[config.mk]
export PLATFORM = sky130hd
export DESIGN_NAME = hamming_16_11_secded_codec_core
export DESIGN_NICKNAME = d
export VERILOG_FILES = /design/src/hdl/hamc_pkg.sv /design/src/hdl/hamming_16_11_secded_codec_core.sv /design/src/hdl/hamc_front.sv /design/src/hdl/hamc_check.sv /design/src/hdl/hamc_fix.sv
export SDC_FILE = /design/constraint.sdc
export NUM_CORES = 1
export LEC_CHECK = 0
export BUFFER_PORTS_ARGS = -buffer_cell sky130_fd_sc_hd__clkbuf_2
export CAP_MARGIN = 20
export CORE_MARGIN = 1
export CORE_UTILIZATION = 33
export CTS_CLUSTER_DIAMETER = 80
export DETAILED_ROUTE_END_ITERATION = 10
export PLACE_DENSITY = 0.51
export SLEW_MARGIN = 10
export SYNTH_ARGS = -nofsm -noshare
export SYNTH_HDL_FRONTEND = slang
export SYNTH_SLANG_ARGS = --single-unit
[constraint.sdc]
create_clock -name clock -period 5.15 [get_ports clock]
set_input_delay 1.2875 -clock clock [delete_from_list [all_inputs] [get_ports clock]]
set_output_delay 1.2875 -clock clock [all_outputs]
set_load 0.05 [all_outputs]
[src/hdl/hamc_pkg.sv]
`default_nettype none
package hamc_pkg;

   // Operation codes carried on req_tuser
   localparam logic OP_ENCODE = 1'b0;
   localparam logic OP_DECODE = 1'b1;

   // Result status codes
   localparam logic [1:0] STAT_CLEAN  = 2'd0;
   localparam logic [1:0] STAT_FIXED  = 2'd1;
   localparam logic [1:0] STAT_DOUBLE = 2'd2;

   localparam int DATA_BITS = 11;
   localparam int CODE_BITS = 16;

   // Block positions of the data bits, least significant data bit first
   localparam logic [3:0] DATA_POS [DATA_BITS] = '{
      4'd3, 4'd5, 4'd6, 4'd7, 4'd9, 4'd10, 4'd11, 4'd12, 4'd13, 4'd14, 4'd15
   };

   // Front stage: raw block (scattered data or received word)
   typedef struct packed {
      logic        op;
      logic [15:0] blk;
   } front_type;

   // Check stage: raw block with its syndrome and overall parity
   typedef struct packed {
      logic        op;
      logic [15:0] blk;
      logic [3:0]  syn;
      logic        par;
   } check_type;

   // Finished result
   typedef struct packed {
      logic [3:0]  flip_position;
      logic [1:0]  status;
      logic [10:0] data_out;
      logic [15:0] block_out;
   } result_type;

   // Place data bits at their block positions
   function automatic logic [15:0] scatter_data(input logic [10:0] d);
      logic [15:0] b;
      b = '0;
      for (int k = 0; k < DATA_BITS; k++) begin
         b[DATA_POS[k]] = d[k];
      end
      return b;
   endfunction

   // Gather data bits back from their block positions
   function automatic logic [10:0] extract_data(input logic [15:0] b);
      logic [10:0] d;
      d = '0;
      for (int k = 0; k < DATA_BITS; k++) begin
         d[k] = b[DATA_POS[k]];
      end
      return d;
   endfunction

   // XOR of the indices of all set bits in positions 1..15
   function automatic logic [3:0] syndrome_of(input logic [15:0] b);
      logic [3:0] s;
      s = '0;
      for (int i = 1; i < CODE_BITS; i++) begin
         if (b[i]) begin
            s = s ^ 4'(i);
         end
      end
      return s;
   endfunction

endpackage
`default_nettype wire

[src/hdl/hamming_16_11_secded_codec_core.sv]
// An accepted request beat passes the front, check and fix registers on its way to its response beat.
// Throughput: one beat per cycle; the three register stages (scatter/select,
// syndrome and parity, correct and extract) all advance together and hold
// while the response register waits on rsp_tready.
// Reset: synchronous, active high; clears the stage valid bits only.
`default_nettype none
module hamming_16_11_secded_codec_core (
   input  wire logic        clock,
   input  wire logic        reset,
   input  wire logic        req_tvalid,
   output logic             req_tready,
   input  wire logic [31:0] req_tdata,  // [10:0] data_word, [26:11] code_word, zero pad
   input  wire logic        req_tuser,  // [0] op
   output logic             rsp_tvalid,
   input  wire logic        rsp_tready,
   output logic [39:0]      rsp_tdata   // [15:0] block_out, [26:16] data_out,
                                        // [28:27] status, [32:29] flip_position, zero pad
);
   import hamc_pkg::*;

   logic       advance;
   logic       front_valid;
   logic       check_valid;
   logic       fix_valid;
   front_type  front;
   check_type  check;
   result_type result;

   // Move the whole pipe unless a finished beat is stuck at the output
   assign advance    = !fix_valid || rsp_tready;
   assign req_tready = advance;

   hamc_front u_front (
      .clock     (clock),
      .reset     (reset),
      .advance   (advance),
      .in_valid  (req_tvalid),
      .op        (req_tuser),
      .data_word (req_tdata[10:0]),
      .code_word (req_tdata[26:11]),
      .valid_ff  (front_valid),
      .front_ff  (front)
   );

   hamc_check u_check (
      .clock    (clock),
      .reset    (reset),
      .advance  (advance),
      .in_valid (front_valid),
      .front    (front),
      .valid_ff (check_valid),
      .check_ff (check)
   );

   hamc_fix u_fix (
      .clock     (clock),
      .reset     (reset),
      .advance   (advance),
      .in_valid  (check_valid),
      .check     (check),
      .valid_ff  (fix_valid),
      .result_ff (result)
   );

   assign rsp_tvalid = fix_valid;
   assign rsp_tdata  = {7'd0, result.flip_position, result.status,
                        result.data_out, result.block_out};

   // Status code 3 is never produced
   assert property (@(posedge clock) disable iff (reset)
      rsp_tvalid |-> (rsp_tdata[28:27] != 2'd3))
      else $error("invalid status code");

   // A flip position is reported only with a corrected single error
   assert property (@(posedge clock) disable iff (reset)
      (rsp_tvalid && (rsp_tdata[28:27] != STAT_FIXED)) |-> (rsp_tdata[32:29] == 4'd0))
      else $error("flip position without correction");

   // The pipe is empty at the first edge after reset is released
   assert property (@(posedge clock)
      ($past(reset) && !reset) |-> !rsp_tvalid)
      else $error("response valid after reset");

   // An empty output stage never blocks the input
   assert property (@(posedge clock) disable iff (reset)
      !rsp_tvalid |-> req_tready)
      else $error("input stalled with empty output");

endmodule
`default_nettype wire

[src/hdl/hamc_front.sv]
`default_nettype none
module hamc_front (
   input  wire logic                clock,
   input  wire logic                reset,
   input  wire logic                advance,
   input  wire logic                in_valid,
   input  wire logic                op,
   input  wire logic [10:0]         data_word,
   input  wire logic [15:0]         code_word,
   output logic                     valid_ff,
   output hamc_pkg::front_type      front_ff
);
   import hamc_pkg::*;

   logic      valid_in;
   front_type front_in;

   // Select the raw block: scatter data on encode, take the word on decode
   always_comb begin
      valid_in     = in_valid;
      front_in.op  = op;
      if (op == OP_ENCODE) begin
         front_in.blk = scatter_data(data_word);
      end else begin
         front_in.blk = code_word;
      end
   end

   // Hold valid under reset, advance with the pipe
   always_ff @(posedge clock) begin
      if (reset) begin
         valid_ff <= 1'b0;
      end else if (advance) begin
         valid_ff <= valid_in;
      end
   end

   always_ff @(posedge clock) begin
      if (advance) begin
         front_ff <= front_in;
      end
   end

endmodule
`default_nettype wire

[src/hdl/hamc_check.sv]
`default_nettype none
module hamc_check (
   input  wire logic                clock,
   input  wire logic                reset,
   input  wire logic                advance,
   input  wire logic                in_valid,
   input  wire hamc_pkg::front_type front,
   output logic                     valid_ff,
   output hamc_pkg::check_type      check_ff
);
   import hamc_pkg::*;

   logic      valid_in;
   check_type check_in;

   // Form syndrome and overall parity of the raw block
   always_comb begin
      valid_in     = in_valid;
      check_in.op  = front.op;
      check_in.blk = front.blk;
      check_in.syn = syndrome_of(front.blk);
      check_in.par = ^front.blk;
   end

   always_ff @(posedge clock) begin
      if (reset) begin
         valid_ff <= 1'b0;
      end else if (advance) begin
         valid_ff <= valid_in;
      end
   end

   always_ff @(posedge clock) begin
      if (advance) begin
         check_ff <= check_in;
      end
   end

endmodule
`default_nettype wire

[src/hdl/hamc_fix.sv]
`default_nettype none
module hamc_fix (
   input  wire logic                clock,
   input  wire logic                reset,
   input  wire logic                advance,
   input  wire logic                in_valid,
   input  wire hamc_pkg::check_type check,
   output logic                     valid_ff,
   output hamc_pkg::result_type     result_ff
);
   import hamc_pkg::*;

   logic        valid_in;
   result_type  result_in;
   logic [15:0] blk;

   always_comb begin
      valid_in = in_valid;
      blk      = check.blk;
      result_in.status        = STAT_CLEAN;
      result_in.flip_position = '0;
      result_in.data_out      = '0;
      if (check.op == OP_ENCODE) begin
         // Drop in the Hamming parity bits, then overall even parity
         blk[1] = check.syn[0];
         blk[2] = check.syn[1];
         blk[4] = check.syn[2];
         blk[8] = check.syn[3];
         blk[0] = check.par ^ (^check.syn);
      end else begin
         // Odd parity means one flip at the syndrome position
         if (check.par) begin
            blk                     = check.blk ^ (16'd1 << check.syn);
            result_in.status        = STAT_FIXED;
            result_in.flip_position = check.syn;
         end else if (check.syn != 4'd0) begin
            result_in.status = STAT_DOUBLE;
         end
         result_in.data_out = extract_data(blk);
      end
      result_in.block_out = blk;
   end

   always_ff @(posedge clock) begin
      if (reset) begin
         valid_ff <= 1'b0;
      end else if (advance) begin
         valid_ff <= valid_in;
      end
   end

   always_ff @(posedge clock) begin
      if (advance) begin
         result_ff <= result_in;
      end
   end

endmodule
`default_nettype wire
# Word level (Yosys, flattened, before mapping)
# Cells that the tools add are included.
[totals]
regBits = 75
out_inout_bits = 42
[op_classes]
shift = 1
n_mux = 25
n_bitwise = 17
reduce_logical = 7
[ops]
columns = ["cell", "count"]
rows = [
  ["$mux 16", 2],
  ["$mux 4", 8],
  ["$mux 3", 6],
  ["$reduce_xor 16->1", 1],
  ["$shl 1x4->16 const A", 1],
  ["$xor 16x16->16", 1],
  ["$not 2->2", 6],
  ["$not 3->3", 4],
  ["$mux 7", 1],
  ["$mux 2", 3],
  ["$mux 1", 5],
  ["$not 4->4", 1],
  ["$reduce_bool 4->1", 1],
  ["$reduce_xor 4->1", 1],
  ["$not 1->1 const A", 3],
  ["$reduce_and 2->1", 1],
  ["$reduce_or 2->1", 1],
  ["$logic_not 1->1", 1],
  ["$logic_or 1x1->1", 1],
  ["$not 1->1", 1],
  ["$xor 1x1->1", 1],
]

# Logic depth before layout (Yosys ltp)
[depth]
ltp_word = 26
ltp_mapped = 6
depth_no_buf = 6

# Hierarchy
# From an unflattened synthesis, not the netlist that was laid out.
[hier_totals]
cells_unflattened = 235
area_unflattened_um2 = 3509.6
[by_module_without_submodules]
columns = ["module", "instances", "cells_each", "area_each_um2", "seq_area_each_um2"]
rows = [
  ["hamc_fix", 1, 136, 1765.4, 1011.0],
  ["hamc_check", 1, 52, 930.9, 680.7],
  ["hamc_front", 1, 38, 750.7, 530.5],
  ["hamming_16_11_secded_codec_core", 1, 9, 62.6, 0.0],
]

# Worst setup path before layout
# No wires, ideal clock.
[synth_timing]
path_type = "input to output"
startpoint = "input rsp_tready"
endpoint = "output req_tready"
arrival_time_ps = 3482
required_time_ps = 3863
slack_ps = 380
path_stages = 1
n_path_buf = 0
cell_sequence = "nand2b_1"
[synth_between]
elab_chain_cells = 1
[synth_rtl]
columns = ["item", "line", "source"]
rows = [
  ["from (decl)", "hamming_16_11_secded_codec_core.sv:15", "input wire logic rsp_tready,"],
  ["$logic_or 1x1->1", "hamming_16_11_secded_codec_core.sv:30", "assign advance = !fix_valid || rsp_tready;"],
  ["to (decl)", "hamming_16_11_secded_codec_core.sv:11", "output logic req_tready,"],
]
# No other way between the ends.

# Worst setup path after layout
# Ends and elaborated chain as after synthesis.

==> impl_metrics.csv <==
group,metric,value,unit
flow_run,max-cap-violations,0,
sta,fmax,0.293,GHz
critical_path,cp_max_fo,32,
critical_path,regToRegSetupSlack,3.35,ns
floorplanning,core_area,9860,um2
sta,period_share,66.2,%
sta,relSlewSlack,62.2,%
floorplanning,rows,36,
global_routing,grt_max_degree,46,
floorplanning,start_util,34.2,%
floorplanning,ios,79,
finish,fin_area,4110,um2
sta,hold_viol_final,0,
placed_design,port_buffers,66,
status,status,"completed",
sta,worst_slew_pin_slew,0.567,ns
logic_synthesis,ys_warn_count,0,
sta,final_max_slew_viol_count,0,
placed_design,routabilityCongestion,0.721,
detailed_routing,vias,1856,
sta,rsz0062_at_grt,"no",
finish,area_delta_synth_final,21.6,%
critical_path,rr_endpoint,"u_fix.result_ff[7]",
logic_synthesis,syn_inst,244,
pwr,powerDensity,523,nW/um2
finish,drive_above_1_share,30.1,%
placed_design,dp_hpwl,3880,um
floorplanning,dieArea,10600,um2
detailed_routing,vias_per_cell,4.13,
finish,final_cell_mix,"edfxtp_1 (72), clkbuf_2 (66), xnor2_1 (34)",
cts,h-tree-depth,3,
global_routing,grt_overflow,0,
cts,cts_inserted_buffers,9,
cts,cts_buffer_depth,2,
critical_path,r2r_start,"u_check.check_ff[21]",
finish,final_common_cell,"edfxtp_1",
detailed_routing,drc,0,
placed_design,placed_area,3820,um2
critical_path,crit_type,"primary input to primary output",
logic_synthesis,yosys.cell_types.count,25,
detailed_routing,antenna_left,0,
critical_path,endpoint,"req_tready",
cts,cts_resized,0,
global_routing,grt.total_usage,11.4,%
sta,fin_worst_skew,0.00813,ns
pwr,power.leakage,1.67,nW
sta,tns,0,ns
cts,clk_pin_slew,0.08,ns
critical_path,cp.required,3.86,ns
global_routing,antenna_found_initial,0,
global_routing,grt_pass1_vias,1723,
logic_synthesis,syn_area,3380,um2
critical_path,start_kind,"primary input",
sta,finalSetupViolCount,0,
finish,antennaDiodeCount,0,
critical_path,arrival,2.12,ns
min_path,holdCritPathClass,"flop to flop",
finish,final_net_count,353,
logic_synthesis,yosysSeqAreaShare,65.8,%
detailed_routing,drtIter0Drc,65,
sta,min_period,3.41,ns
critical_path,reg2reg_depth,4,
global_routing,grt_pass1_wl,8640,um
cts,cts_sinks,75,
detailed_routing,routed_wl,5430,um
cts,postCtsSetupBuffers,0,
logic_synthesis,avgSynthCellArea,13.8,um2
cts,cts_tree,"done",
cts,cts_hold_buf,0,
floorplanning,die_h,103,um
cts,clk_latency,0.36,ns
detailed_routing,dr.pass1.iters,4,
finish,fill_cells,926,
floorplanning,die-width,103,um
cts,clock-root-buffer,"clkbuf_8",
detailed_routing,routedWlPerCell,12.1,um
critical_path,crit_start,"rsp_tready",
critical_path,endpoint_kind,"primary output",
pwr,irDropWorstVdd,208,uV
logic_synthesis,ys_seq_elements,75,
synth_stat cells (all sizes together):
cell type | n | share of area, %
nor2 | 20 | 2.2
and3 | 1 | 0.19
xor3 | 1 | 0.70
o21ai | 1 | 0.15
edfxtp | 72 | 64
and3b | 2 | 0.52
conb | 1 | 0.11
and2 | 5 | 0.93
xnor2 | 34 | 8.8
nand3 | 9 | 1.3
inv | 7 | 0.78
mux2 | 11 | 3.7
buf | 8 | 1.8
mux2i | 3 | 0.89
a21oi | 6 | 0.89
nand2b | 1 | 0.19
nor3b | 1 | 0.22
nor3 | 2 | 0.30
dfxtp | 3 | 1.8
a211oi | 1 | 0.22
xor2 | 19 | 4.9
nand2 | 21 | 2.3
nor2b | 1 | 0.19
clkbuf | 9 | 1.0
ha | 5 | 1.9
layer usage:
metal	vias to the layer above	track usage, %	routed length, um
met3	10	3.32	265
met5	-	0	0
li1	956	-	-
met4	0	6.18	127
met2	56	17.1	2380
met1	834	14.9	2650
how the worst min path moves through the flow:
stage,startpoint,end,slack [ns],cells past startpoint
floorplan,u_front.front_ff[16],u_check.check_ff[21],0.40,0
global placement,u_front.front_ff[16],u_check.check_ff[21],0.41,0
detailed placement,u_front.front_ff[16],u_check.check_ff[21],0.40,0
CTS,u_front.front_ff[16],u_check.check_ff[21],0.43,0
global route,u_front.front_ff[16],u_check.check_ff[21],0.46,0
finish,u_front.front_ff[16],u_check.check_ff[21],0.42,0
through the flow:
step           util, %  instances  hold slack [ns]  setup WS [ns]  power [mW]
2_1_floorplan        -        250            0.400          0.380        1.40
3_3_place_gp      38.7        433            0.407           1.72        1.52
3_5_place_dp      38.7        433            0.405           1.72        1.53
4_1_cts           41.6        449            0.425           1.72        2.17
5_1_grt           41.6        449            0.464           1.67        2.26
6_report          41.6        449            0.424           1.74        2.15
kinds of logic (layout without fill, tap and decap cells):
group	count (synthesis)	in the layout	share of synthesized area, %
flip-flops	75	75	65.8
other	1	7	0.111
adder cells (fa/ha/maj)	5	5	1.85
AND/OR/NAND/NOR	63	63	8.41
XOR/XNOR	54	54	14.4
multiplexers	14	14	4.56
buffers and inverters	24	90	3.56
AO/OA/AOI/OAI	8	8	1.26
layout make-up:
class | instances | area [um2] | share of cell area, %
sequential | 75 | 2220 | 54.1
multi-input combinational | 151 | 1060 | 25.9
timing repair buffer | 67 | 338 | 8.23
tap | 133 | 166 | 4.05
clock inverter | 7 | 164 | 3.99
clock buffer | 9 | 124 | 3.02
inverter | 7 | 26.3 | 0.640
worst max-delay path: stages:
cell and delay [ns]:
clkbuf_2 0.08, nand2b_4 0.37, clkbuf_2 0.36
state kept, by name, summed over array words and instances, names as in the netlist:
| name | count |
|---|---|
| u_check.valid_ff | 1 |
| u_front.front_ff | 17 |
| u_fix.valid_ff | 1 |
| u_fix.result_ff | 33 |
| u_check.check_ff | 22 |
| u_front.valid_ff | 1 |
power breakdown:
group	internal, mW	switching (mW)	leakage, nW
Clock	0.420	0.221	0.143
Sequential	0.806	0.0746	0.810
Combinational	0.202	0.422	0.720
Total	1.43	0.718	1.67
No activity file was read; power rests on OpenSTA's default activity.
